--- config.mk ---
export PLATFORM = sky130hd
export DESIGN_NAME = tbem_front
export DESIGN_NICKNAME = d
export VERILOG_FILES = /design/src/rtl/tbem_pkg.sv /design/src/rtl/tbem_front.sv
export VERILOG_INCLUDE_DIRS = /design/src /design/src/rtl
export SDC_FILE = /design/constraint.sdc
export NUM_CORES = 1
export LEC_CHECK = 0
export ABC_AREA = 1
export BUFFER_PORTS_ARGS = -buffer_cell sky130_fd_sc_hd__buf_2
export CAP_MARGIN = 25
export CORE_ASPECT_RATIO = 0.5
export CORE_UTILIZATION = 30
export DETAILED_ROUTE_END_ITERATION = 10
export PLACE_DENSITY_LB_ADDON = 0.12
export SYNTH_ARGS = -nofsm -noshare
export SYNTH_HDL_FRONTEND = slang
export SYNTH_SLANG_ARGS = --single-unit
--- constraint.sdc ---
create_clock -name clk -period 7.15 [get_ports clk]
set_clock_uncertainty 0.2 [all_clocks]
set_input_delay 0.3575 -clock clk [delete_from_list [all_inputs] [get_ports clk]]
set_output_delay 0.3575 -clock clk [all_outputs]
set_load 0.02 [all_outputs]
--- src/rtl/triggered_burst_energy_meter_core_macros.svh ---
// Assertion macros shared by the burst energy meter modules.
// Each macro expects signals named clk and rst_n in the using module.
`ifndef TRIGGERED_BURST_ENERGY_METER_CORE_MACROS_SVH
`define TRIGGERED_BURST_ENERGY_METER_CORE_MACROS_SVH

// The consequent must hold in the same cycle as the antecedent.
`define TBEM_ASSERT_NOW(label, ante, cons) \
    label: assert property (@(posedge clk) disable iff (!rst_n) (ante) |-> (cons)) \
        else $error("burst energy meter assertion failed");

// The consequent must hold in the cycle after the antecedent.
`define TBEM_ASSERT_NEXT(label, ante, cons) \
    label: assert property (@(posedge clk) disable iff (!rst_n) (ante) |=> (cons)) \
        else $error("burst energy meter assertion failed");

`endif

--- src/rtl/tbem_pkg.sv ---
// Shared types, constants and the divide-by-125 digit function of the burst energy meter.
// No dependencies; the top level, tbem_front and tbem_back import this package.
package tbem_pkg;

    localparam int NUM_W       = 8;
    localparam int PERIOD_W    = 16;
    localparam int LIMIT_W     = 8;
    localparam int POWER_W     = 28;
    localparam int TIME_W      = 32;
    localparam int ENERGY_W    = 51;
    localparam int CFG_INDEX_W = 4;
    localparam int CFG_DATA_W  = 16;
    localparam int QUEUE_DEPTH = 4;

    localparam logic [POWER_W-1:0] POWER_MAX  = '1;
    localparam logic [TIME_W-1:0]  TIME_MAX   = '1;
    localparam logic [PERIOD_W-1:0] SINCE_MAX = '1;

    localparam logic [PERIOD_W-1:0] PEAK_PERIOD_RST  = 16'd1600;
    localparam logic [PERIOD_W-1:0] TAIL_PERIOD_RST  = 16'd1000;
    localparam logic [LIMIT_W-1:0]  STALL_LIMIT_RST  = 8'd10;
    localparam logic [LIMIT_W-1:0]  BURST_LENGTH_RST = 8'd50;

    // Energy = floor(sum * time / 1000) = floor(floor(sum * time / 8) / 125).
    localparam int PROD_FULL_W   = POWER_W + TIME_W;
    localparam int DIV_PRE_SHIFT = 3;
    localparam int DIGIT_W       = 8;
    localparam int WORK_W        = 64;
    localparam int NDIG          = WORK_W / DIGIT_W;
    localparam int REM_W         = 7;
    localparam int DIGIT_X_W     = REM_W + DIGIT_W;
    localparam int RECIP_W       = 23;
    localparam int RECIP_SHIFT   = 14;
    localparam logic [RECIP_W-1:0]   DIV_RECIP = 23'd131;
    localparam logic [DIGIT_X_W:0]   DIV_BASE  = 16'd125;

    typedef enum logic {
        ST_IDLE,
        ST_CAPTURE
    } state_t;

    typedef enum logic [CFG_INDEX_W-1:0] {
        CFG_PEAK_PERIOD  = 4'd0,
        CFG_TAIL_PERIOD  = 4'd1,
        CFG_STALL_LIMIT  = 4'd2,
        CFG_BURST_LENGTH = 4'd3
    } cfg_index_t;

    typedef struct packed {
        logic [PERIOD_W-1:0] peak_period;
        logic [PERIOD_W-1:0] tail_period;
        logic [LIMIT_W-1:0]  stall_limit;
        logic [LIMIT_W-1:0]  burst_length;
    } cfg_t;

    typedef struct packed {
        logic [DIGIT_W-1:0] q;
        logic [REM_W-1:0]   r;
    } digit_t;

    // One radix-256 step of long division by 125. The input is the running
    // remainder (below 125) followed by the next dividend byte. The scaled
    // reciprocal never overestimates and is short by at most one.
    function automatic digit_t div125_digit(input logic [DIGIT_X_W-1:0] x);
        logic [RECIP_W-1:0]  prod;
        logic [DIGIT_W-1:0]  q;
        logic [DIGIT_X_W:0]  rem;
        digit_t              res;
        prod = RECIP_W'(x) * DIV_RECIP;
        q    = DIGIT_W'(prod >> RECIP_SHIFT);
        rem  = (DIGIT_X_W + 1)'(x) - (DIGIT_X_W + 1)'(q) * DIV_BASE;
        if (rem >= DIV_BASE) begin
            q   = q + 1'b1;
            rem = rem - DIV_BASE;
        end
        res.q = q;
        res.r = REM_W'(rem);
        return res;
    endfunction

endpackage

--- src/rtl/tbem_front.sv ---
// Front end of the burst energy meter: per-tick burst control and power accumulation.
// Depends on tbem_pkg and the assertion macro header; pushes sample records to tbem_queue.
`include "triggered_burst_energy_meter_core_macros.svh"

module tbem_front
    import tbem_pkg::*;
#(
    parameter int ADC_BITS   = 10,
    parameter int ACCEL_BITS = 13,
    localparam int IN_W  = ((ACCEL_BITS + 4 * ADC_BITS + 7) / 8) * 8,
    localparam int REC_W = NUM_W + ACCEL_BITS + 4 * ADC_BITS + 1 + 2 * POWER_W + TIME_W
)
(
    input  logic             clk,
    input  logic             rst_n,
    input  cfg_t             cfg,
    input  logic             s_tvalid,
    output logic             s_tready,
    input  logic [IN_W-1:0]  s_tdata,
    input  logic             s_tuser,
    input  logic             queue_full,
    output logic             push,
    output logic [REC_W-1:0] push_data
);

    localparam int PROD_W = 2 * ADC_BITS;
    localparam int ADD_W  = ((PROD_W > POWER_W) ? PROD_W : POWER_W) + 1;

    typedef struct packed {
        logic [TIME_W-1:0]            burst_time;
        logic [POWER_W-1:0]           sum_two;
        logic [POWER_W-1:0]           sum_one;
        logic                         last;
        logic [ADC_BITS-1:0]          curr_one;
        logic [ADC_BITS-1:0]          curr_two;
        logic [ADC_BITS-1:0]          volt_one;
        logic [ADC_BITS-1:0]          volt_two;
        logic signed [ACCEL_BITS-1:0] z;
        logic [NUM_W-1:0]             num;
    } rec_t;

    state_t                       state_reg, state_next;
    logic [TIME_W-1:0]            timer_reg, timer_next;
    logic [PERIOD_W-1:0]          since_reg, since_next;
    logic                         tail_reg, tail_next;
    logic signed [ACCEL_BITS-1:0] peak_reg, peak_next;
    logic [LIMIT_W-1:0]           stall_reg, stall_next;
    logic [NUM_W-1:0]             cnt_reg, cnt_next;
    logic [POWER_W-1:0]           acc1_reg, acc1_next;
    logic [POWER_W-1:0]           acc2_reg, acc2_next;

    logic                         tick;
    logic                         start;
    logic                         active;
    logic                         take;
    logic                         fin;
    logic [TIME_W-1:0]            timer_e;
    logic [PERIOD_W-1:0]          since_e;
    logic                         tail_e;
    logic signed [ACCEL_BITS-1:0] peak_e;
    logic [NUM_W-1:0]             cnt_e;
    logic [NUM_W-1:0]             cnt_inc;
    logic [POWER_W-1:0]           acc1_e, acc2_e;
    logic [POWER_W-1:0]           acc1_new, acc2_new;
    logic [PERIOD_W-1:0]          period;
    logic signed [ACCEL_BITS-1:0] in_z, z_e;
    logic [ADC_BITS-1:0]          volt_two, volt_one, curr_two, curr_one;
    logic [PROD_W-1:0]            prod1, prod2;
    logic [ADD_W-1:0]             sum1, sum2;
    logic [LIMIT_W-1:0]           stall_inc;
    rec_t                         rec;

    assign in_z     = s_tdata[ACCEL_BITS-1:0];
    assign volt_two = s_tdata[ACCEL_BITS +: ADC_BITS];
    assign volt_one = s_tdata[ACCEL_BITS + ADC_BITS +: ADC_BITS];
    assign curr_two = s_tdata[ACCEL_BITS + 2 * ADC_BITS +: ADC_BITS];
    assign curr_one = s_tdata[ACCEL_BITS + 3 * ADC_BITS +: ADC_BITS];

    // Every tick may yield a sample, so a tick is taken only with queue room.
    assign s_tready = !queue_full;
    assign tick     = s_tvalid && s_tready;

    always_comb
    begin
        start  = (state_reg == ST_IDLE) && s_tuser;
        active = (state_reg == ST_CAPTURE) || start;

        // Values as seen after the trigger clear or the per-tick count-up.
        timer_e = start ? '0 : ((timer_reg == TIME_MAX) ? timer_reg : timer_reg + 1'b1);
        since_e = start ? '0 : ((since_reg == SINCE_MAX) ? since_reg : since_reg + 1'b1);
        tail_e  = start ? 1'b0 : tail_reg;
        peak_e  = start ? '0 : peak_reg;
        cnt_e   = start ? '0 : cnt_reg;
        acc1_e  = start ? '0 : acc1_reg;
        acc2_e  = start ? '0 : acc2_reg;

        period = tail_e ? cfg.tail_period : cfg.peak_period;
        take   = active && (since_e >= period);
        z_e    = tail_e ? '0 : in_z;

        prod1    = PROD_W'(volt_one) * PROD_W'(curr_one);
        prod2    = PROD_W'(volt_two) * PROD_W'(curr_two);
        sum1     = ADD_W'(acc1_e) + ADD_W'(prod1);
        sum2     = ADD_W'(acc2_e) + ADD_W'(prod2);
        acc1_new = (sum1 > ADD_W'(POWER_MAX)) ? POWER_MAX : sum1[POWER_W-1:0];
        acc2_new = (sum2 > ADD_W'(POWER_MAX)) ? POWER_MAX : sum2[POWER_W-1:0];

        cnt_inc   = cnt_e + 1'b1;
        fin       = (cnt_inc == cfg.burst_length);
        stall_inc = stall_reg + 1'b1;

        state_next = state_reg;
        timer_next = timer_e;
        since_next = since_e;
        tail_next  = tail_e;
        peak_next  = peak_e;
        stall_next = stall_reg;
        cnt_next   = cnt_e;
        acc1_next  = acc1_e;
        acc2_next  = acc2_e;

        if (start)
        begin
            state_next = ST_CAPTURE;
        end

        if (take)
        begin
            since_next = '0;
            if (z_e > peak_e)
            begin
                peak_next  = z_e;
                stall_next = '0;
            end
            else if (stall_inc >= cfg.stall_limit)
            begin
                stall_next = '0;
                tail_next  = 1'b1;
            end
            else
            begin
                stall_next = stall_inc;
            end

            if (fin)
            begin
                state_next = ST_IDLE;
                cnt_next   = '0;
                acc1_next  = '0;
                acc2_next  = '0;
            end
            else
            begin
                cnt_next  = cnt_inc;
                acc1_next = acc1_new;
                acc2_next = acc2_new;
            end
        end

        rec.num        = cnt_e;
        rec.z          = z_e;
        rec.volt_two   = volt_two;
        rec.volt_one   = volt_one;
        rec.curr_two   = curr_two;
        rec.curr_one   = curr_one;
        rec.last       = fin;
        rec.sum_one    = fin ? acc1_new : '0;
        rec.sum_two    = fin ? acc2_new : '0;
        rec.burst_time = fin ? timer_e : '0;
    end

    assign push      = tick && take;
    assign push_data = rec;

    always_ff @(posedge clk or negedge rst_n)
    begin
        if (!rst_n)
        begin
            state_reg <= ST_IDLE;
            timer_reg <= '0;
            since_reg <= '0;
            tail_reg  <= 1'b0;
            peak_reg  <= '0;
            stall_reg <= '0;
            cnt_reg   <= '0;
            acc1_reg  <= '0;
            acc2_reg  <= '0;
        end
        else if (tick && active)
        begin
            state_reg <= state_next;
            timer_reg <= timer_next;
            since_reg <= since_next;
            tail_reg  <= tail_next;
            peak_reg  <= peak_next;
            stall_reg <= stall_next;
            cnt_reg   <= cnt_next;
            acc1_reg  <= acc1_next;
            acc2_reg  <= acc2_next;
        end
    end

    // A burst only ends on the tick that delivers its final sample.
    `TBEM_ASSERT_NEXT(a_front_capture_holds, (state_reg == ST_CAPTURE) && !(push && fin), state_reg == ST_CAPTURE)
    // While idle, the sample counter and both power sums are clear.
    `TBEM_ASSERT_NOW(a_front_idle_clear, state_reg == ST_IDLE, (cnt_reg == '0) && (acc1_reg == '0) && (acc2_reg == '0))

endmodule

**After elaboration in Yosys (flattened, before gate mapping)**

Index checks and enable logic that the tools add are counted.

- Register bits: 135
- Input bits: 109

- Add/sub/neg operators: 6
- Multiply operators: 2
- $lt $le $gt $ge: 5
- Equal/unequal tests: 3
- Mux-type cells: 33
- Bitwise logic cells: 1
- Reduce and logical (&&, ||, !) cells: 8

Operators with widths:

| operator | count |
|---|---|
| $mux W28 | 10 |
| $mux W32 | 3 |
| $mux W16 | 4 |
| $add A28 B20 Y29 | 2 |
| $gt A29 B28 Y1 const B | 2 |
| $mux W13 | 4 |
| $mul A10 B10 Y20 | 2 |
| $mux W8 | 5 |
| $add A32 B1 Y32 const B | 1 |
| $eq A32 B32 Y1 const B | 1 |
| $add A16 B1 Y16 const B | 1 |
| $add A8 B1 Y8 const B | 2 |
| $eq A16 B16 Y1 const B | 1 |
| $ge A16 B16 Y1 | 1 |
| $gt A13 B13 Y1 | 1 |
| $eq A8 B8 Y1 | 1 |
| $ge A8 B8 Y1 | 1 |
| $mux W1 | 7 |
| $logic_and A1 B1 Y1 | 5 |
| $reduce_and A2 Y1 | 1 |
| $logic_not A1 Y1 | 1 |
| $logic_or A1 B1 Y1 | 1 |
| $not A1 Y1 | 1 |

**Depth between registers and ports, before layout**

Gate-level depths: netlist of the first run.

- Depth after elaboration: 8
- Gate-level depth with buffers: 26
- Mapped depth without buffers: 25

**Worst setup path before layout of the first run**

OpenSTA, ideal clock, no wires.

- Path type: input -> output
- Start point: input s_tdata[18]
- End point: output push_data[109]
- Data arrival time: 5.128 ns
- Data required time: 6.593 ns
- Path slack: 1.465 ns
- Stages: 22
- Path through: clkbuf_1 nand2_1 inv_1 fa_1 inv_1 fa_1 inv_1 fa_1 fa_1 inv_1 fa_1 inv_1 ha_1 nand2_1 nor2_1 inv_1 nor3_1 nand3_1 nand3_1 nand2_2 buf_1 a31oi_1

- Word-level cells in the longest chain between the ends: 5

RTL lines:

| element | line | source |
|---|---|---|
| from (decl) | tbem_front.sv:19 | `input logic [IN_W-1:0] s_tdata,` |
| $mul A10 B10 Y20 * | tbem_front.sv:102 | `prod2 = PROD_W'(volt_two) * PROD_W'(curr_two);` |
| $add A28 B20 Y29 * | tbem_front.sv:104 | `sum2 = ADD_W'(acc2_e) + ADD_W'(prod2);` |
| $gt A29 B28 Y1 | tbem_front.sv:106 | `acc2_new = (sum2 > ADD_W'(POWER_MAX)) ? POWER_MAX : sum2[POWER_W-1:0];` |
| $mux W28 * | tbem_front.sv:106 |  |
| $mux W28 * | tbem_front.sv:168 | `rec.sum_two = fin ? acc2_new : '0;` |
| to (decl) | tbem_front.sv:23 | `output logic [REC_W-1:0] push_data` |

Every way passes the cells marked *; elsewhere a longest branch is shown, timed or not.

**Worst setup path in the final report of the first run**

- Start point: input s_tdata[18]
- End point: output push_data[104]

Same word-level chain as after synthesis.

==> impl_metrics.env, run 1 <==
export IMPL_outcome="completed"
export IMPL_worst_path_max_fanout=24
export IMPL_final_hold_viol_count=0
export IMPL_synth_top_flop_cell="dfrtp_1"
export IMPL_overflow=0
export IMPL_ys_warn_count=0
export IMPL_post_drt_wl_per_cell_um=15.0
export IMPL_antenna_found_initial=0
export IMPL_syn_nets=3540
export IMPL_async_flop_share_pct=100
export IMPL_worstReg2RegStart="state_reg"
export IMPL_cts_root_buf="clkbuf_16"
export IMPL_crit_top_cell="inv_1"
export IMPL_yosys_area_share_adder_pct=26.3
export IMPL_rsz0062_at_grt="false"
export IMPL_critical_path_startpoint_type="input pin"
export IMPL_yosys_area_share_simple_pct=28.9
export IMPL_synth_top_family_by_area="simple AND/OR/NAND/NOR gates"
export IMPL_place_area_um2=21900
export IMPL_htree_levels=4
export IMPL_std_cell_rows=66
export IMPL_holdPathEnd="peak_reg[2]"
export IMPL_firstDrtPassIters=5
export IMPL_synth_xor_area_share_pct=1.96
export IMPL_wl_um=61800
export IMPL_synth_cell_type_count=39
export IMPL_cpPeakStageDelay_ps=560
export IMPL_worst_setup_path_end_kind="primary output"
export IMPL_io_buffer_count=257
export IMPL_synth_area_um2=20100
export IMPL_synth_area_leaders="dfrtp_1 17%, fa_1 16%, nand2_1 15%"
export IMPL_die_x_um=368
export IMPL_power_density_nw_per_um2=510
export IMPL_route_detailed_drc=0
export IMPL_cp_data_arrival_time_ps=5950
export IMPL_nets=3662
export IMPL_crit_slowest_cell="fa_1"
export IMPL_grt_pass1_wl_um=101000
export IMPL_worst_pin_slew_ps=966
export IMPL_hold_class="input pin to flop"
export IMPL_final_setup_tns_ps=0
export IMPL_synth_edff_count=0
export IMPL_r2r_end="acc2_reg[14]"
export IMPL_syn_inst=3106
export IMPL_crit_required_ps=6590
export IMPL_whs_path_depth=5
export IMPL_syn_avg_cell_area_um2=6.48
export IMPL_drive_gt1_share_pct=10.2
export IMPL_insertedDiodeCount=0
export IMPL_crit_type="input pin to primary output"
export IMPL_nFillCells=7288
export IMPL_period_needed_ps=6500
export IMPL_slew_headroom_pct=35.4
export IMPL_top_layer="met4"
export IMPL_power_mw=11.5
export IMPL_worstSkewPairLatency_ps=460
export IMPL_reg2reg_slack_ps=1960
export IMPL_wl_met1_um=30100
export IMPL_ff2ff_path_depth=20
export IMPL_grt_usage_pct=18.6
export IMPL_drv_cap=0
export IMPL_drtIter0Drc=997
export IMPL_seq_area_frac_synth_pct=16.8
export IMPL_initial_core_util_pct=30.7
export IMPL_cts_sinks=135
export IMPL_fmax_mhz=154
export IMPL_die_h_um=185
export IMPL_routabilityCongestion=0.900
export IMPL_pin_count=261
export IMPL_synth_top_area_share_pct=16.8
export IMPL_core_area_um2=65700
export IMPL_ir_drop_uv=364
export IMPL_ant_nets=0
export IMPL_cts_tree="done"
export IMPL_die_area_um2=68200
export IMPL_cts_buffers=17
export IMPL_finalInstanceArea_um2=22500
export IMPL_grt_max_degree=90
export IMPL_hold_start="s_tdata[2]"
export IMPL_power_leakage_nw=13.0
export IMPL_cts_resized=0
export IMPL_clk_pin_slew_ps=60
export IMPL_grt_pass1_vias=18800
export IMPL_path_cells="buf_2 -> nand2_1 -> inv_1 -> fa_1 -> inv_1 -> fa_1 -> inv_1 -> fa_1 -> fa_1 -> inv_1 -> fa_1 -> inv_1 -> ha_1 -> nand2_1 -> inv_1 -> a21oi_1 -> nand2_1 -> nand2_1 -> nand3_1 -> nand2_2 -> buf_4 -> buf_4 -> a21oi_1 -> buf_2"
export IMPL_wl_met2_um=29100
export IMPL_maxSlewViolCount=0
export IMPL_clockBufferDepth=2
export IMPL_met3_length_um=1640
export IMPL_synth_seq_cells=135
export IMPL_setup_viol=0
export IMPL_synth_compound_area_share_pct=8.77
export IMPL_finalCritPeriodShare_pct=90.9
export IMPL_yosysTopAreaCell="dfrtp_1"
export IMPL_via_count=19000
export IMPL_critPathLaunch="s_tdata[18]"
export IMPL_largest_reg_flops=32
export IMPL_holdBufCountCts=1
export IMPL_synthMuxAreaShare_pct=0.802
export IMPL_syn_to_final_growth_pct=11.7
export IMPL_dp_hpwl_um=48100
export IMPL_postCtsSetupRepairBufs=0
export IMPL_via_per_inst=4.61
==> logic make-up (layout without fill, tap and decap cells) <==
| kind of cell | count (synthesis) | after routing |
|---|---|---|
| AO/OA/AOI/OAI | 340 | 340 |
| XOR/XNOR | 45 | 45 |
| adder cells (fa/ha/maj) | 325 | 325 |
| buffers and inverters | 836 | 970 |
| flip-flops | 135 | 135 |
| multiplexers | 16 | 16 |
| AND/OR/NAND/NOR | 1409 | 1409 |
==> cells in the final DEF, fill, tap and decap left out, drive strengths merged, types with 3 or more instances in the layout <==
cell,netlist,final
nand4,29,29
fa,164,164
clkinv,2,10
inv,659,659
nor2,271,271
a21oi,209,209
nand2,813,813
buf,79,277
a31oi,24,24
xnor2,23,23
clkbuf,96,19
dfrtp,135,135
o31ai,3,3
nand3,235,235
or2,12,12
xor2,22,22
mux2i,15,15
nand3b,10,10
ha,161,161
o21bai,4,4
nor3,35,35
o21ai,94,94
==> per-stage QoR <==
stage               setup WS, ps  hold WS [ps]  cells  util, %
detailed placement           587           251   4091     33.3
global route                 217          57.6   4124     34.2
CTS                          551          21.5   4123     34.2
finish                       647          47.5   4124     34.2
global placement             675           250   4091     33.3
floorplan                   1460          -138   3106        -
==> how the worst max path moves through the flow <==
stage | end
floorplan | push_data[109]
global placement | push_data[116]
detailed placement | push_data[115]
CTS | push_data[115]
global route | push_data[103]
finish | push_data[104]
==> cells in the mapped netlist (3+ instances only) <==
cell type,instances
nor2_1,270
dfrtp_1,135
xnor2_1,23
nand3_1,232
fa_1,164
buf_4,42
xor2_1,22
nand2_1,810
inv_1,657
o21ai_0,92
nor3_1,35
buf_1,16
nand3b_1,10
a21oi_1,209
ha_1,161
buf_2,21
nand4_1,29
clkbuf_1,96
a31oi_1,24
o21bai_1,4
o31ai_1,3
mux2i_1,15
or2_2,11
nand3_2,3
==> where the power goes <==
part	total [mW]	switching, mW	internal, mW
combinational	9.36	6.21	3.15
sequential	1.18	0.177	1.00
clock	0.925	0.405	0.520
==> critical path, delay by kind of cell <==
kind	cells	cell delay, ps
fa+ha+maj	6	3000
buf+inv	10	1280
simple gates	6	910
compound gates	2	370
==> routing by layer <==
layer / vias to the layer above / track usage [%]
li1: 9707 / -
met1: 8954 / 25.2
met2: 286 / 31.5
met3: 53 / 2.39
met4: 0 / 4.12
met5: - / 0
==> cell type report <==
type	count	area, um2	area share (%)
sequential	135	3380	15.0
timing repair buffer	278	1490	6.61
clock inverter	12	130	0.579
inverter	661	2480	11.0
clock buffer	19	443	1.97
multi-input combinational	2135	13500	59.8
tap	884	1110	4.92
Power figures use the tool's default switching activity.
==> inputs of run 2 (changes only) <==
- RECOVER_POWER: default -> 25
==> impl_metrics.env, run 2 (same netlist as run 1, synthesis figures left out) <==
export IMPL_finalCritPeriodShare_pct=92.8
export IMPL_worstSetupPathDepth=24
export IMPL_grt_pass1_wl_um=101000
export IMPL_post_drt_wl_per_cell_um=15.0
export IMPL_cts_resized=0
export IMPL_die_x_um=368
export IMPL_cp_data_arrival_time_ps=6080
export IMPL_final_setup_tns_ps=0
export IMPL_critical_path_startpoint_type="input pin"
export IMPL_crit_end="push_data[104]"
export IMPL_clockBufferDepth=2
export IMPL_cts_tree="done"
export IMPL_cts_buffers=17
export IMPL_core_area_um2=65700
export IMPL_pin_count=261
export IMPL_worstSkewPairLatency_ps=460
export IMPL_cts_sinks=135
export IMPL_worst_pin_slew_ps=4480
export IMPL_critPathTopFamily="adder cells"
export IMPL_nFillCells=7304
export IMPL_crit_top_cell="nand2_1"
export IMPL_die_area_um2=68200
export IMPL_layout_area_seq_um2=3380
export IMPL_cts_root_buf="clkbuf_16"
export IMPL_fmax_mhz=151
export IMPL_final_hold_viol_count=0
export IMPL_maxSlewViolCount=70
export IMPL_crit_type="input pin to primary output"
export IMPL_hold_class="input pin to flop"
export IMPL_grt_max_degree=90
export IMPL_wl_um=61800
export IMPL_crit_required_ps=6590
export IMPL_slew_headroom_pct=-198
export IMPL_ir_drop_uv=361
export IMPL_setup_viol=0
export IMPL_dp_hpwl_um=48100
export IMPL_firstDrtPassIters=5
export IMPL_clk_pin_slew_ps=60
export IMPL_drtIter0Drc=1123
export IMPL_route_detailed_drc=0
export IMPL_via_count=19100
export IMPL_worst_setup_path_end_kind="primary output"
export IMPL_final_common_cell="nand2_1"
export IMPL_power_density_nw_per_um2=510
export IMPL_worstReg2RegStart="state_reg"
export IMPL_outcome="finished with violations"
export IMPL_reg2reg_slack_ps=1950
export IMPL_ff2ff_path_depth=20
export IMPL_power_leakage_nw=12.9
export IMPL_largest_reg_flops=32
export IMPL_nets=3662
export IMPL_worst_path_max_fanout=24
export IMPL_crit_buf_inv=8
export IMPL_io_buffer_count=257
export IMPL_period_needed_ps=6630
export IMPL_multi_input_area_um2=13500
export IMPL_critPathLaunch="s_tdata[39]"
export IMPL_ant_nets=0
export IMPL_path_cells="clkbuf_1 -> nand2_1 -> fa_1 -> inv_1 -> fa_1 -> fa_1 -> fa_1 -> inv_1 -> fa_1 -> inv_1 -> ha_1 -> nand2_1 -> inv_1 -> nand2_1 -> nand2_1 -> nand2_1 -> nand2_1 -> nand2_1 -> nand3_1 -> nand2_2 -> buf_4 -> buf_4 -> a21oi_1 -> buf_2"
export IMPL_initial_core_util_pct=30.7
export IMPL_via_per_inst=4.62
export IMPL_r2r_end="acc2_reg[14]"
export IMPL_rsz0062_at_grt="false"
export IMPL_die_h_um=185
export IMPL_violations="max-capacitance violations, max-slew violations"
export IMPL_grt_pass1_vias=18800
export IMPL_overflow=0
export IMPL_antenna_found_initial=0
export IMPL_grt_usage_pct=18.6
export IMPL_syn_to_final_growth_pct=11.5
export IMPL_insertedDiodeCount=0
export IMPL_htree_levels=4
export IMPL_hold_ws_ps=46.2
export IMPL_routabilityCongestion=0.900
export IMPL_drive_gt1_share_pct=9.23
export IMPL_crit_slowest_cell="fa_1"
export IMPL_layout_common_cells="809 x nand2_1, 655 x inv_1, 269 x nor2_1"
export IMPL_cpPeakStageDelay_ps=560
export IMPL_std_cell_rows=66
export IMPL_drv_cap=1
==> run 2: cell count changes in the layout (fill, tap and decap cells not counted) <==
cell and delta:
buf_2 -32, buf_6 -1, clkbuf_1 +33
==> run 2: final cells by class <==
| class | instances | share of cell area (%) |
|---|---|---|
| clock inverters | 12 | 0.580 |
| repair buffers | 278 | 6.41 |
| multi-input cells | 2135 | 60.0 |
| clock buffers | 19 | 1.97 |
| inverters | 661 | 11.1 |
| well taps | 884 | 4.93 |
| flip-flops and latches | 135 | 15.1 |
==> run 2: where the power goes <==
group          switching, mW  leakage (nW)  total (mW)  internal [mW]
Clock                  0.405         0.279       0.926          0.520
Sequential             0.177          1.64        1.18           1.00
Combinational           6.19          11.0        9.34           3.15
==> run 2: per-layer routing <==
metal  track usage, %  routed length (um)  up-vias
met2             31.5               29100      313
met5                0                   0        -
met4             4.12                 971        0
li1                 -                   -     9703
met1             25.2               30100     8981
met3             2.39                1730       56
==> run 2: stage by stage <==
step	cell area, um2	util, %	worst slack, ps	instances	power [mW]
global placement	21900	33.3	675	4091	10.6
CTS	22500	34.2	551	4123	11.6
finish	22400	34.2	515	4124	11.4
global route	22400	34.2	130	4124	13.0
floorplan	20100	-	1460	3106	8.07
detailed placement	21900	33.3	587	4091	10.6
==> run 2: worst min-delay path by stage <==
stage | start | cells past startpoint | slack [ps] | endpoint
2_1_floorplan | rst_n | 0 | -140 | acc1_reg[0]
3_3_place_gp | rst_n | 1 | 250 | acc1_reg[18]
3_5_place_dp | rst_n | 1 | 250 | acc1_reg[18]
4_1_cts | s_tdata[2] | 5 | 20 | peak_reg[2]
5_1_grt | s_tdata[2] | 5 | 60 | peak_reg[2]
6_report | s_tdata[2] | 5 | 50 | peak_reg[2]
==> run 2: repair_timing <==
| action | in CTS | in global routing |
|---|---|---|
| hold buffers | 1 | 0 |
| buffers inserted | 0 | 0 |
| endpoints found under the hold margin | 68 | 0 |
==> run 2: worst reg2reg max path, cell delays in order (launching register included) <==
cell and delay (ps):
dfrtp_1 420, nor2_4 490, nor2_1 200, fa_1 480, fa_1 500, inv_1 60
fa_1 520, inv_1 40, ha_1 350, nand2_1 120, inv_1 60, nand2_1 60
nand2_1 120, nand3_1 140, nand3_1 130, nand2_2 370, buf_4 310, buf_4 270
nand2_1 80, nand3_1 100, a21oi_1 70
