<file path="src/rtl/triggered_burst_energy_meter_core_macros.svh">
// Assertion macros shared by the burst energy meter modules.
// Each macro expects signals named clk and rst_n in the using module.
`ifndef TRIGGERED_BURST_ENERGY_METER_CORE_MACROS_SVH
`define TRIGGERED_BURST_ENERGY_METER_CORE_MACROS_SVH

// The consequent must hold in the same cycle as the antecedent.
`define TBEM_ASSERT_NOW(label, ante, cons) \
    label: assert property (@(posedge clk) disable iff (!rst_n) (ante) |-> (cons)) \
        else $error("burst energy meter assertion failed");

// The consequent must hold in the cycle after the antecedent.
`define TBEM_ASSERT_NEXT(label, ante, cons) \
    label: assert property (@(posedge clk) disable iff (!rst_n) (ante) |=> (cons)) \
        else $error("burst energy meter assertion failed");

`endif

</file>
<file path="src/rtl/tbem_queue.sv">
// Short first-in first-out queue between the front end and the energy pipeline.
// Depends on the assertion macro header only.
`include "triggered_burst_energy_meter_core_macros.svh"

module tbem_queue
#(
    parameter int WIDTH = 8,
    parameter int DEPTH = 4
)
(
    input  logic             clk,
    input  logic             rst_n,
    input  logic             push,
    input  logic [WIDTH-1:0] push_data,
    output logic             full,
    input  logic             pop,
    output logic [WIDTH-1:0] pop_data,
    output logic             empty
);

    localparam int PTR_W = (DEPTH > 1) ? $clog2(DEPTH) : 1;
    localparam int CNT_W = $clog2(DEPTH + 1);

    logic [WIDTH-1:0] entry_reg [DEPTH];
    logic [PTR_W-1:0] wr_ptr_reg, wr_ptr_next;
    logic [PTR_W-1:0] rd_ptr_reg, rd_ptr_next;
    logic [CNT_W-1:0] count_reg;

    assign full     = (count_reg == CNT_W'(DEPTH));
    assign empty    = (count_reg == '0);
    assign pop_data = entry_reg[rd_ptr_reg];

    assign wr_ptr_next = (wr_ptr_reg == PTR_W'(DEPTH - 1)) ? '0 : wr_ptr_reg + 1'b1;
    assign rd_ptr_next = (rd_ptr_reg == PTR_W'(DEPTH - 1)) ? '0 : rd_ptr_reg + 1'b1;

    always_ff @(posedge clk or negedge rst_n)
    begin
        if (!rst_n)
        begin
            wr_ptr_reg <= '0;
            rd_ptr_reg <= '0;
            count_reg  <= '0;
        end
        else
        begin
            if (push)
            begin
                wr_ptr_reg <= wr_ptr_next;
            end
            if (pop)
            begin
                rd_ptr_reg <= rd_ptr_next;
            end
            if (push && !pop)
            begin
                count_reg <= count_reg + 1'b1;
            end
            else if (pop && !push)
            begin
                count_reg <= count_reg - 1'b1;
            end
        end
    end

    always_ff @(posedge clk)
    begin
        if (push)
        begin
            entry_reg[wr_ptr_reg] <= push_data;
        end
    end

    `TBEM_ASSERT_NOW(a_queue_no_overflow, push, !full)
    `TBEM_ASSERT_NOW(a_queue_no_underflow, pop, !empty)

endmodule

</file>
<file path="config.mk">
export PLATFORM = sky130hd
export DESIGN_NAME = tbem_queue
export DESIGN_NICKNAME = d
export VERILOG_FILES = /design/src/rtl/tbem_queue.sv
export VERILOG_INCLUDE_DIRS = /design/src /design/src/rtl
export SDC_FILE = /design/constraint.sdc
export NUM_CORES = 1
export LEC_CHECK = 0
export BUFFER_PORTS_ARGS = -buffer_cell sky130_fd_sc_hd__buf_4
export CAP_MARGIN = 20
export CELL_PAD_IN_SITES_DETAIL_PLACEMENT = 1
export CELL_PAD_IN_SITES_GLOBAL_PLACEMENT = 2
export CORE_ASPECT_RATIO = 1.25
export CORE_MARGIN = 2
export CORE_UTILIZATION = 37
export DETAILED_ROUTE_END_ITERATION = 10
export GPL_TIMING_DRIVEN = 0
export PLACE_DENSITY_LB_ADDON = 0.1
export SKIP_LAST_GASP = 1
export SLEW_MARGIN = 30
export SYNTH_ARGS = -nofsm -noshare
export SYNTH_HDL_FRONTEND = slang
export SYNTH_SLANG_ARGS = --single-unit
</file>
<file path="constraint.sdc">
create_clock -name clk -period 1.55 [get_ports clk]
set_clock_uncertainty 0.2 [all_clocks]
set_input_delay 0.0775 -clock clk [delete_from_list [all_inputs] [get_ports clk]]
set_output_delay 0.0775 -clock clk [all_outputs]
set_load 0.05 [all_outputs]
</file>
---- After elaboration in Yosys (flattened, before gate mapping) ----
Memory sizes are Yosys's and may differ from the RTL's.
Cells that the tools add are included.
storage, ports and cells
  register bits after elaboration ......... 7
  memory bits (writable) .................. 32
  output and inout bits ................... 10
  word-level logic and storage cells ...... 23
  memories ................................ 1
cells by class
  add/subtract/negate cells ............... 4
  eq/ne operators ......................... 3
  muxes and demuxes ....................... 6
  reductions and logical operators ........ 6
memories
  name       depth  bits a word  read ports  clocked after memory_dff  write ports  RTL line          source
  entry_reg  4      8            1           0                         1            tbem_queue.sv:24  logic [WIDTH-1:0] entry_reg [DEPTH];
operators by type and width
  cell                   count
  $mux W3                2
  $add A2 B1 Y2 const B  2
  $eq A2 B2 Y1 const B   2
  $mux W2                2
  $add A3 B1 Y3 const B  1
  $eq A3 B3 Y1 const B   1
  $logic_not A3 Y1       1
  $sub A3 B1 Y3 const B  1
  $logic_and A1 B1 Y1    2
  $logic_not A1 Y1       2
  $mux W1                2
  $reduce_bool A2 Y1     1

---- Longest topological paths before layout ----
Gate-level depths: netlist (run 1).
  word-level depth ........................ 4
  gate-level depth with buffers ........... 7
  mapped depth without buffers ............ 7

---- Worst setup path before layout (run 1) ----
No wires, ideal clock.
  kind .................................... register -> output
  start point ............................. register count_reg[0]
  end point ............................... output full
  data arrival time ....................... 1.581 ns
  data required time ...................... 1.272 ns
  path slack .............................. -0.309 ns
  cell stages (with the launch flop) ...... 2
  cell sequence ........................... dfrtp_1 nor3b_1
between the ends
  cells in the longest elaborated chain, start to end .. 1
RTL lines
  what                    RTL line          source
  start, declared         tbem_queue.sv:27  logic [CNT_W-1:0] count_reg;
  start signal, assigned  tbem_queue.sv:56  count_reg <= count_reg + 1'b1;
  start signal, assigned  tbem_queue.sv:60  count_reg <= count_reg - 1'b1;
  $eq A3 B3 Y1            tbem_queue.sv:29  assign full = (count_reg == CNT_W'(DEPTH));
  end, declared           tbem_queue.sv:15  output logic full,
Every way passes these cells.

---- Worst setup path after layout (run 1) ----
  start point ............................. register rd_ptr_reg[0]
  end point ............................... output pop_data[2]
between the ends
  cells in the longest elaborated chain, start to end .. 1
RTL lines
  what                    RTL line          source
  start, declared         tbem_queue.sv:26  logic [PTR_W-1:0] rd_ptr_reg, rd_ptr_next;
  start signal, assigned  tbem_queue.sv:52  rd_ptr_reg <= rd_ptr_next;
  $mem_v2 Z4 W8           -
  end, declared           tbem_queue.sv:17  output logic [WIDTH-1:0] pop_data,
Every way passes these cells.

==> impl_results.md, run 1 <==
* Status: finished with violations
* Failing checks: negative setup slack
* Synth Cell Area at roughly 1600 um2
* Critical path class: reg2out
* Area Growth Syn to Fin at 37.8%
* Max incr delay on CP at roughly 0.53 ns
* Crit path DAT at roughly 1.6 ns
* Commonest non-fill, non-tap cell in the layout: edfxtp_1
* Share of cells above drive strength 1 at between 40% and 50%
* CTS buffer count at 5
* WL/cell at around 16 um
* Placed Cells incl. Taps at between 150 and 200
* Leading area contributor after synthesis: edfxtp_1
* Max reg flops at 32
* CP max FO at 4
* Antenna violations before repair at 0
* Critical Path Sink Type: output pin
* Sequential-to-total area share from yosys stat at between 70 and 80%
* Pleak at about 0.82 nW
* Final non-filler cell total at between 150 and 200
* # nets final at 143
* P per Cell Area at ~2000 nW/um2
* Maxcap violations at 0
* DRT iter0 DRCs at 16
* Most frequent cells in the layout: edfxtp_1 (32), buf_4 (14), dlygate4sd3_1 (13)
* Worst Tran Pin Value at between 0.3 and 0.4 ns
* CP required at between 1 and 1.5 ns
* Sequential Power Share at 35.1%
* Vias per cell at around 4.7
* Synth warn at 0
* RSZ-0062 raised after global routing: yes
* Die Wd at around 62 um
* Largest cells by area after synthesis: edfxtp_1 (61%), mux4_2 (11%), dfrtp_1 (11%)
* Final Max Slew Viols at 0
* Worst-path clk slew at approximately 0.070 ns
* First-pass DRT Iterations at 3
* Critical path cell sequence: clkbuf_16 -> mux4_2 -> buf_8
* Clk_lat worst skew at 0.28 ns
* Fmax at about 540 MHz
* Clk network pwr share at 19.4%
* Hold Vio Cnt, Final at 0
* FF+latch count, synth at 39
* DIE HEIGHT at ~77 um
* Post-synth net total at 98
* CTS sink cnt at 39
* Pint at 2.76 mW
* Core area at between 4000 and 5000 um2
* Psw at roughly 1.5 mW
* Hold Slack at ~0.056 ns
* CTS H-tree lvls at 2
* Synth Instances at roughly 80
* Crit start category: flop
* Min-delay worst type: in2reg
* Synthesized area per cell at approximately 20 um2
* Boundary Pins at 22
* Total power at 4.31 mW
* Number of global-route vias before repair at between 900 and 1k
* Die ar. at ~4800 um2
* Total gr overflow at 0
* Root buffer cell: clkbuf_8
* Clock Path Buffers at 2
* DR vias at between 800 and 900
* Final setup vio count at 8
* CP max stage cell: mux4_2
* TritonCTS clock tree: yes
* Row cnt at 26
* Top cell type's share of synthesized area at between 60% and 70%
* Synth cell types at 18
* Max-slew headroom at 77.4%
* Final GP Congestion at 0.630
* Layout filler cell count at 401
* Switching share of total power at a little over a third
* Post-DP HPWL at 1.77 mm
* Antenna Cells at 0
* Maximum number of pins on one net before global-route repair at 14
* Util after Layout at 52.8%
* Post-Route WL at around 2.9 mm
* Combinational power share at between 40% and 50%
* Peak supply drop at 0.855 mV
* Port Buf Inserts at 21
* Total GRT Usage at between 10% and 20%
* ANT nets after route at 0
* Number of remaining DRC errors at 0
* Fin crit share at 120%
* First-pass GRT wire length at between 4 and 5 mm
* Clock period minus worst slack at around 1.9 ns
* Worst setup margin at -0.312 ns
* Dpl ws at -0.140 ns
* Initial cell density of the core at 38.3%
[path summary, 6_finish.rpt]
| check | end | start | slack [ns] | depth (start not counted) |
|---|---|---|---|---|
| setup / recovery | pop_data[2] | rd_ptr_reg[0] | -0.31 | 3 |
| hold / removal | count_reg[1] | push | 0.06 | 3 |
| setup reg to reg | count_reg[2] | count_reg[0] | 0.05 | 4 |
| hold reg to reg | count_reg[2] | count_reg[2] | 0.31 | 1 |
| max in group asynchronous | rd_ptr_reg[0] | rst_n | 0.33 | 3 |
| min in group asynchronous | wr_ptr_reg[1] | rst_n | 0.55 | 3 |
[synthesized netlist by cell type]
library cell,n
edfxtp_1,32
nand2_1,1
mux4_2,8
and2_1,4
buf_6,1
fa_1,1
dfrtp_1,7
xnor2_1,1
buf_2,1
nor3b_1,1
o21ai_0,2
xor2_1,2
mux2_2,3
nand3_1,1
inv_1,5
nor3_1,1
ha_1,6
nor2_1,2
[power by group through the flow]
stage	Clock (mW)	Sequential [mW]	Combinational (mW)
6_report	0.833	1.51	1.96
5_1_grt	0.895	1.54	2.09
4_1_cts	0.851	1.52	1.98
3_5_place_dp	0	1.53	1.62
3_3_place_gp	0	1.52	1.58
2_1_floorplan	0	1.50	1.21
[layer usage]
metal	global-route usage [%]	vias up	share of wire (%)
met2	23.7	17	55
li1	-	391	-
met3	3.23	4	3.4
met5	0	-	0
met1	15.1	436	40
met4	6.00	0	1.5
[cell type report]
cell class / count / area [um2] / share of cell area [%]
repair buffers: 38 / 385 / 17.8
clock buffers: 5 / 68.8 / 3.18
flip-flops and latches: 39 / 1140 / 52.7
inverters: 5 / 18.8 / 0.867
plain buffers: 2 / 20.0 / 0.925
multi-input cells: 33 / 418 / 19.3
well taps: 56 / 70.1 / 3.24
clock inverters: 3 / 43.8 / 2.02
[metrics by stage]
step / instance area [um2] / setup TNS [ns]
6_report: 2160 / -2.16
2_1_floorplan: 1580 / 0
5_1_grt: 2160 / -2.57
3_3_place_gp: 1810 / -2.19
3_5_place_dp: 1810 / -2.73
4_1_cts: 2160 / -2.25
[cells by family after synthesis]
group | Yosys count | synth area share, %
buffers and inverters | 7 | 2.23
flip-flops | 39 | 72.4
adder cells (fa/ha/maj) | 7 | 6.06
XOR/XNOR | 3 | 1.67
multiplexers | 11 | 13.6
AO/OA/AOI/OAI | 2 | 0.637
AND/OR/NAND/NOR | 10 | 3.43
[worst max-delay path: cells and delay by family (launching register included)]
| kind | cells | cell delay [ns] |
|---|---|---|
| buffers and inverters | 2 | 0.34 |
| DFF | 1 | 0.43 |
| muxes | 1 | 0.53 |
[repair_timing]
action,in CTS,in global routing
pin swaps,3,3
setup buffers,3,0
hold buffers,13,0
cloned,1,0
endpoints found under the hold margin,43,0
setup endpoints to repair,41,19
gates resized for setup,19,3
Note: power is estimated with default switching activity, not from simulation.
==> run 2, diff against run 1 <==
--- a/config.mk
+++ b/config.mk
@@ -6,13 +6,14 @@
 export SDC_FILE = /design/constraint.sdc
 export NUM_CORES = 1
 export LEC_CHECK = 0
+export ABC_AREA = 1
 export BUFFER_PORTS_ARGS = -buffer_cell sky130_fd_sc_hd__buf_4
 export CAP_MARGIN = 20
 export CELL_PAD_IN_SITES_DETAIL_PLACEMENT = 1
 export CELL_PAD_IN_SITES_GLOBAL_PLACEMENT = 2
 export CORE_ASPECT_RATIO = 1.25
 export CORE_MARGIN = 2
-export CORE_UTILIZATION = 37
+export CORE_UTILIZATION = 34
 export DETAILED_ROUTE_END_ITERATION = 10
 export GPL_TIMING_DRIVEN = 0
 export PLACE_DENSITY_LB_ADDON = 0.1
==> run 2 against run 1 <==
Register-to-register slack is essentially flat. Die area grew 17%. Design area grew 8.8%. Routed wire length grew 29%. Sequential power is essentially flat. Synthesized cell count grew 82%. Clock power grew 19%. The flow still finishes with violations (negative setup slack). Combinational power grew 15%. Maximum frequency grew 13%. Largest cell class unchanged. Sequential share of layout area shrank 4.4 points. First-iteration DRC count grew to 2.6 times the previous value. Highest routed layer unchanged.
==> impl_results.md, run 2 <==
* Status: finished with violations
* Failing checks: negative setup slack
* Top cell type's share of synthesized area at 56.4% (-4.8 points)
* Fmax at 609 MHz (+13%)
* Number of global-route vias before repair at 1247 (+36%)
* Psw at 1.90 mW (+23%)
* Top cells by count, synth: nand2_1 (38), edfxtp_1 (32), inv_1 (27), o211ai_1 (16), dfrtp_1 (7)
* Sequential-to-total area share from yosys stat at 66.7% (-5.6 points)
* Combinational power share at 47.3% (+1.8 points)
* Post-Synth Simple-Gate Area at 9.85% (+6.4 points)
* Final GP Congestion at 0.678 (+7.7%)
* Async set-reset flop share out of synthesis at 17.9% (unchanged)
* Largest cells by area after synthesis: edfxtp_1 (56%), dfrtp_1 (10%), nand2_1 (8.4%)
* Post-DP HPWL at 2.38 mm (+34%)
* Pint at 2.88 mW (+4.3%)
* Fin crit share at 106% (-14 points)
* Worst setup margin at -0.0923 ns (+0.219 ns)
* WL/cell at 14.7 um (-7.9%)
* Largest family of logic cells by synthesized area: simple AND/OR/NAND/NOR gates
* Peak supply drop at 0.986 mV (+15%)
* DIE HEIGHT at 83.1 um (+8.2%)
* Hold Vio Cnt, Final at 0 (unchanged)
* Layout filler cell count at 522 (+30%)
* Core area at 4760 um2 (+16%)
* Critical path cell sequence: inv_4 -> buf_6 -> o211ai_1 -> nand2_1 -> buf_6
* Final Max Slew Viols at 0 (unchanged)
* Commonest non-fill, non-tap cell in the layout: nand2_1
* FF+latch count, synth at 39 (unchanged)
* RSZ-0062 raised after global routing: yes
* CP max stage cell: dfrtp_1
* ANT nets after route at 0 (unchanged)
* Placed Cells incl. Taps at 225 (+44%)
* Hold Slack at 0.0444 ns (-0.0119 ns)
* Number of flops mapped to enable cells by yosys at 32 (unchanged)
* Worst-path clk slew at 0.07 ns (about the same)
* DRT iter0 DRCs at 42 (+26)
* Clock Path Buffers at 2 (unchanged)
* Synth warn at 0 (unchanged)
* CTS sink cnt at 39 (unchanged)
* Sequential Power Share at 31.9% (-3.2 points)
* Clk_lat worst skew at 0.28 ns (about the same)
* Pleak at 0.994 nW (+21%)
* Total GRT Usage at 15.1% (+1.8 points)
* P per Cell Area at 2030 nW/um2 (+2.1%)
* Crit path DAT at 1.36 ns (-0.22 ns)
* CP required at 1.27 ns (about the same)
* Post-Route WL at 3.71 mm (+29%)
* First-pass GRT wire length at 6.09 mm (+30%)
* Vias per cell at 4.68 (-0.20%)
* Critical path class: reg2out
* Max reg flops at 32 (unchanged)
* CP max FO at 10 (+6)
* Final setup vio count at 8 (unchanged)
* Port Buf Inserts at 21 (unchanged)
* Clock period minus worst slack at 1.64 ns (-0.219 ns)
* Crit start category: flop
* Maximum number of pins on one net before global-route repair at 14 (unchanged)
* Row cnt at 28 (+7.7%)
* Die ar. at 5590 um2 (+17%)
* Post-synthesis adder-cell area fraction at 5.58% (-0.47 points)
* XOR/XNOR Fraction of Synth Area at 0.514% (-1.2 points)
* Synthesized area per cell at 11.8 um2 (-41%)
* Worst Tran Pin Value at 0.356 ns (+0.0178 ns)
* Ys flop type: edfxtp_1
* Cell area after layout at 2350 um2 (+8.8%)
* Synth Cell Area at 1700 um2 (+8.4%)
* DR vias at 1183 (+40%)
* Final non-filler cell total at 253 (+40%)
* Area Growth Syn to Fin at 38.3%
* Boundary Pins at 22 (unchanged)
* FF/Latch Area at 1140 um2 (-0.22%)
* Count leader, synth: nand2_1
* Die Wd at 67.3 um (+8.1%)
* Antenna Cells at 0 (unchanged)
* Area of the multi-input gates at 459 um2 (+9.9%)
* Total gr overflow at 0 (unchanged)
* Clk network pwr share at 20.8% (+1.4 points)
* # nets final at 211 (+48%)
* Max-slew headroom at 76.2% (-1.2 points)
* Compound-Gate Fraction of Synth Area at 8.52% (+7.9 points)
* Maxcap violations at 0 (unchanged)
* CP most frequent cell: buf_6
* Synth cell types at 17 (-1)
* CTS H-tree lvls at 2 (unchanged)
* Critical Path Sink Type: output pin
* DP Area at 1950 um2 (+7.6%)
* Share of cells above drive strength 1 at 30.1% (-15 points)
* CTS buffer count at 5 (unchanged)
* Mux share of post-synthesis cell area at 0% (-14 points)
* Switching share of total power at 39.7% (+3.9 points)
* Root buffer cell: clkbuf_8
* Setup_tns at -0.541 ns (+1.62 ns)
* Antenna violations before repair at 0 (unchanged)
* Leading area contributor after synthesis: edfxtp_1
* TritonCTS clock tree: yes
* Synth Instances at 144 (+82%)
* Initial cell density of the core at 35.7% (-2.6 points)
* Total power at 4.78 mW (+11%)
* Most frequent cells in the layout: nand2_1 (33), edfxtp_1 (32), inv_1 (22), buf_4 (22), o211ai_1 (16)
* Min-delay worst type: in2reg
* Max incr delay on CP at 0.39 ns (-0.14 ns)
* Post-synth net total at 163 (+66%)
* First-pass DRT Iterations at 4 (+1)
* Number of remaining DRC errors at 0 (unchanged)
## run 2: cell types whose count changed after synthesis, moves of 3 or more
| cell | delta |
|---|---|
| nand2_1 | +37 |
| inv_1 | +22 |
| o211ai_1 | +16 |
| mux4_2 | -8 |
| and2_1 | -4 |
| mux2_2 | -3 |
## run 2: per-stage QoR
stage / util (%) / setup slack [ns]
2_1_floorplan: - / 0.130
3_3_place_gp: 40.8 / -0.0325
3_5_place_dp: 40.8 / -0.0800
4_1_cts: 48.1 / -0.109
5_1_grt: 49.4 / -0.204
6_report: 49.4 / -0.0923
## run 2: layer usage
metal / up-vias / part of all wire (%) / global-route usage, %
met5: - / 0 / 0
li1: 573 / - / -
met1: 582 / 38 / 17.2
met2: 21 / 58 / 27.1
met3: 7 / 2.5 / 3.25
met4: 0 / 1.6 / 5.01
## run 2: critical path: cells and delay by family, from the launching register on
family | cells | cell delay [ns]
flops | 1 | 0.39
compound gates | 1 | 0.20
buf+inv | 3 | 0.39
simple gates | 1 | 0.09
## run 2: area by class of cell
class	count	share of cell area [%]
sequential	39	48.3
multi-input combinational	72	19.5
tap	60	3.19
buffer	4	1.91
clock inverter	3	2.87
clock buffer	5	2.92
inverter	29	5.69
timing repair buffer	41	15.6
## run 2: cell families (layout without fill, tap and decap cells)
logic type / count (synthesis) / after routing
simple gates: 43 / 43
flops: 39 / 39
buf+inv: 33 / 82
compound gates: 21 / 21
fa+ha+maj: 7 / 7
xor+xnor: 1 / 1
## run 2: worst paths after layout
kind	depth (start not counted)	to	slack, ns	from
worst max-delay path	5	pop_data[6]	-0.09	rd_ptr_reg[0]
worst min-delay path	4	count_reg[0]	0.04	pop
worst max register to register	4	entry_reg[2][1]	0.05	wr_ptr_reg[0]
worst min register to register	2	count_reg[2]	0.33	count_reg[2]
max in group asynchronous	3	count_reg[0]	0.31	rst_n
min in group asynchronous	3	rd_ptr_reg[1]	0.56	rst_n
## run 2: timing repair
item                                    in CTS  in global routing
endpoints found under the setup margin      32                 41
gates cloned                                 1                  0
hold buffers                                12                  0
gates resized for setup                     17                 12
pin swaps                                    1                  6
setup buffers                                4                  3
hold endpoints to repair                    43                  0
## run 2: power by group through the flow
stage	clock network, mW	logic [mW]	registers (mW)
floorplan	0	1.33	1.52
global placement	0	1.84	1.54
detailed placement	0	1.88	1.56
CTS	1.01	2.15	1.53
global route	1.05	2.48	1.55
finish	0.992	2.26	1.53
==> run 3, diff against run 2 <==
--- a/config.mk
+++ b/config.mk
@@ -17,7 +17,7 @@
 export DETAILED_ROUTE_END_ITERATION = 10
 export GPL_TIMING_DRIVEN = 0
 export PLACE_DENSITY_LB_ADDON = 0.1
-export SKIP_LAST_GASP = 1
+export SETUP_SLACK_MARGIN = 0.5
 export SLEW_MARGIN = 30
 export SYNTH_ARGS = -nofsm -noshare
 export SYNTH_HDL_FRONTEND = slang
==> run 3 against run 2 <==
The run ends with negative hold slack, negative setup slack left. Total power is 4.5% higher. Sequential share of layout area down 3.1 points. Clock-buffer cell count grew 3. Die area stayed put. Sequential power increased by 4%. Worst hold slack worse by 0.044 ns. Maximum frequency decreased by 0.51%. Combinational power rose by 23%. Critical path type unchanged. Non-clock buffer count is 4 higher. Critical endpoint is now pop_data[7]. Setup slack got worse by 0.0085 ns. Global-route usage up 1.3 points. Flip-flop and latch count unchanged.
==> impl_results.md, run 3 (synthesized netlist as in run 2, its figures left out) <==
* Worst r2r src: count_reg[1]
* Clock period minus worst slack at 1.65 ns (+0.00846 ns)
* CP delay by family, top: buffers and inverters
* Critical Path Sink Type: output pin
* DRT iter0 DRCs at 15 (-64%)
* Status: finished with violations
* Worst Tran Pin Value at 0.216 ns (-0.140 ns)
* Hold Crit Start: push
* Pleak at 1.07 nW (+7.3%)
* Final GP Congestion at 0.691 (+1.9%)
* Hold Slack at -0.0000915 ns (-0.0444 ns)
* Peak supply drop at 0.946 mV (-4.0%)
* Post-DP HPWL at 2.49 mm (+4.8%)
* CTS sink cnt at 39 (unchanged)
* Port Buf Inserts at 21 (unchanged)
* Switching share of total power at 42.1% (+2.4 points)
* CP max FO at 6 (-4)
* Die Wd at 67.3 um (unchanged)
* Number of remaining DRC errors at 0 (unchanged)
* Clk network pwr share at 12.7% (-8.1 points)
* Critical path cell sequence: inv_4 -> buf_4 -> o211ai_1 -> nand2_2 -> buf_6
* Final Max Slew Viols at 0 (unchanged)
* Antenna Cells at 0 (unchanged)
* Critical path class: reg2out
* First-pass GRT wire length at 6.73 mm (+10%)
* Failing checks: negative hold slack, negative setup slack
* Root buffer cell: clkbuf_8
* Final setup vio count at 8 (unchanged)
* Pint at 2.89 mW (+0.40%)
* Logic depth of the worst path, buffers included at 5 (unchanged)
* Die ar. at 5590 um2 (unchanged)
* Worst-path clk slew at 0.07 ns (about the same)
* Util after Layout at 52.9% (+3.5 points)
* Core area at 4760 um2 (unchanged)
* Commonest non-fill, non-tap cell in the layout: edfxtp_1
* Psw at 2.10 mW (+11%)
* Crit start category: flop
* # nets final at 215 (+1.9%)
* Total GRT Usage at 16.5% (+1.3 points)
* Crit path DAT at 1.37 ns (about the same)
* Worst Setup SP: rd_ptr_reg[0]
* Worst R2R Path Depth at 5 (+1)
* Fmax at 606 MHz (-0.51%)
* Worst setup margin at -0.101 ns (-0.00846 ns)
* Vias per cell at 4.65 (-0.47%)
* Total gr overflow at 0 (unchanged)
* Min-delay worst type: in2reg
* Most frequent cells in the layout: edfxtp_1 (32), nand2_1 (23), inv_1 (20)
* Max-slew headroom at 85.5% (+9.3 points)
* RSZ-0062 raised after global routing: yes
* DIE HEIGHT at 83.1 um (unchanged)
* P per Cell Area at 1980 nW/um2 (-2.5%)
* Maximum number of pins on one net before global-route repair at 12 (-2)
* Worst Hold Depth at 4 (unchanged)
* CTS H-tree lvls at 2 (unchanged)
* Fin crit share at 107% (+0.55 points)
* Sequential Power Share at 31.8% (about the same)
* CP max stage cell: dfrtp_1
* DR vias at 1196 (+1.1%)
* Maxcap violations at 0 (unchanged)
* Hold Vio Cnt, Final at 1 (+1)
* Antenna violations before repair at 0 (unchanged)
* CTS buffer count at 5 (unchanged)
* ANT nets after route at 0 (unchanged)
* Dpl ws at 0.0499 ns (+0.130 ns)
* WL/cell at 15.1 um (+2.7%)
* Number of global-route vias before repair at 1394 (+12%)
* Max reg flops at 32 (unchanged)
* Post-Route WL at 3.88 mm (+4.4%)
* Boundary Pins at 22 (unchanged)
* Max incr delay on CP at 0.39 ns (about the same)
* TritonCTS clock tree: yes
* Row cnt at 28 (unchanged)
* Combinational power share at 55.6% (+8.3 points)
* First-pass DRT Iterations at 4 (unchanged)
* Clk_lat worst skew at 0.28 ns (about the same)
* Clock Path Buffers at 2 (unchanged)
* CP required at 1.27 ns (about the same)
* Initial cell density of the core at 35.7% (unchanged)
* CP Buf/Inv Count at 3 (unchanged)
* Area Growth Syn to Fin at 48.1%
* Share of cells above drive strength 1 at 41.1% (+11 points)
run 3: cell types whose count changed in the layout (fill, tap and decap cells not counted), sizes merged:
cell and delta:
bufinv -2, buf +4, inv +4, clkbuf +3, clkinvlp -5
run 3: worst min-delay path: stages:
cell     delay, ns
buf_4         0.17
nand2_4       0.10
o21ai_2       0.06
a21oi_1       0.04
run 3: stage by stage:
stage | setup TNS, ns | cells | instance area, um2 | power, mW | hold WS (ns)
3_5_place_dp | 0 | 225 | 2010 | 3.60 | -0.299
5_1_grt | -1.43 | 257 | 2520 | 5.31 | 0.00940
6_report | -0.681 | 257 | 2520 | 4.99 | -0.0000915
3_3_place_gp | 0 | 225 | 2010 | 3.53 | -0.304
4_1_cts | -0.846 | 255 | 2470 | 4.90 | -0.0202
2_1_floorplan | 0 | 144 | 1780 | 3.00 | -0.418
run 3: area by class of cell:
cell class | count | area [um2]
tap | 60 | 75.1
buffer | 4 | 48.8
clock buffer | 8 | 80.1
multi-input combinational | 72 | 566
timing repair buffer | 45 | 463
inverter | 29 | 149
sequential | 39 | 1140
fill | 506 | 2240
run 3: timing repair:
action | in CTS | in global routing
endpoints found under the setup margin | 48 | 48
cloned | 2 | 0
endpoints found under the hold margin | 43 | 0
hold buffers | 12 | 0
buffers inserted | 8 | 2
pin swaps | 6 | 11
resized for setup | 49 | 12
run 3: power by group through the flow:
| stage | Combinational (mW) | Clock [mW] | Sequential [mW] |
|---|---|---|---|
| after global routing | 3.01 | 0.690 | 1.62 |
| final | 2.78 | 0.632 | 1.59 |
| after global placement | 1.95 | 0 | 1.58 |
| after floorplan | 1.45 | 0 | 1.56 |
| after CTS | 2.67 | 0.643 | 1.59 |
| after detailed placement | 2.01 | 0 | 1.60 |
run 3: final timing paths:
path	to	slack [ns]
hold reg to reg	count_reg[2]	0.38
min in group asynchronous	wr_ptr_reg[0]	0.47
max in group asynchronous	count_reg[0]	0.54
setup / recovery	pop_data[7]	-0.10
setup reg to reg	count_reg[2]	0.07
hold / removal	wr_ptr_reg[0]	-0.00009
run 3: layer usage:
metal,GRT usage [%],up-vias,part of all wire (%),wire [um]
met2,32.2,17,62,2390
met3,3.66,5,2.7,104
met4,4.82,0,1.2,46
li1,-,587,-,-
met5,0,-,0,0
met1,16.3,587,34,1340
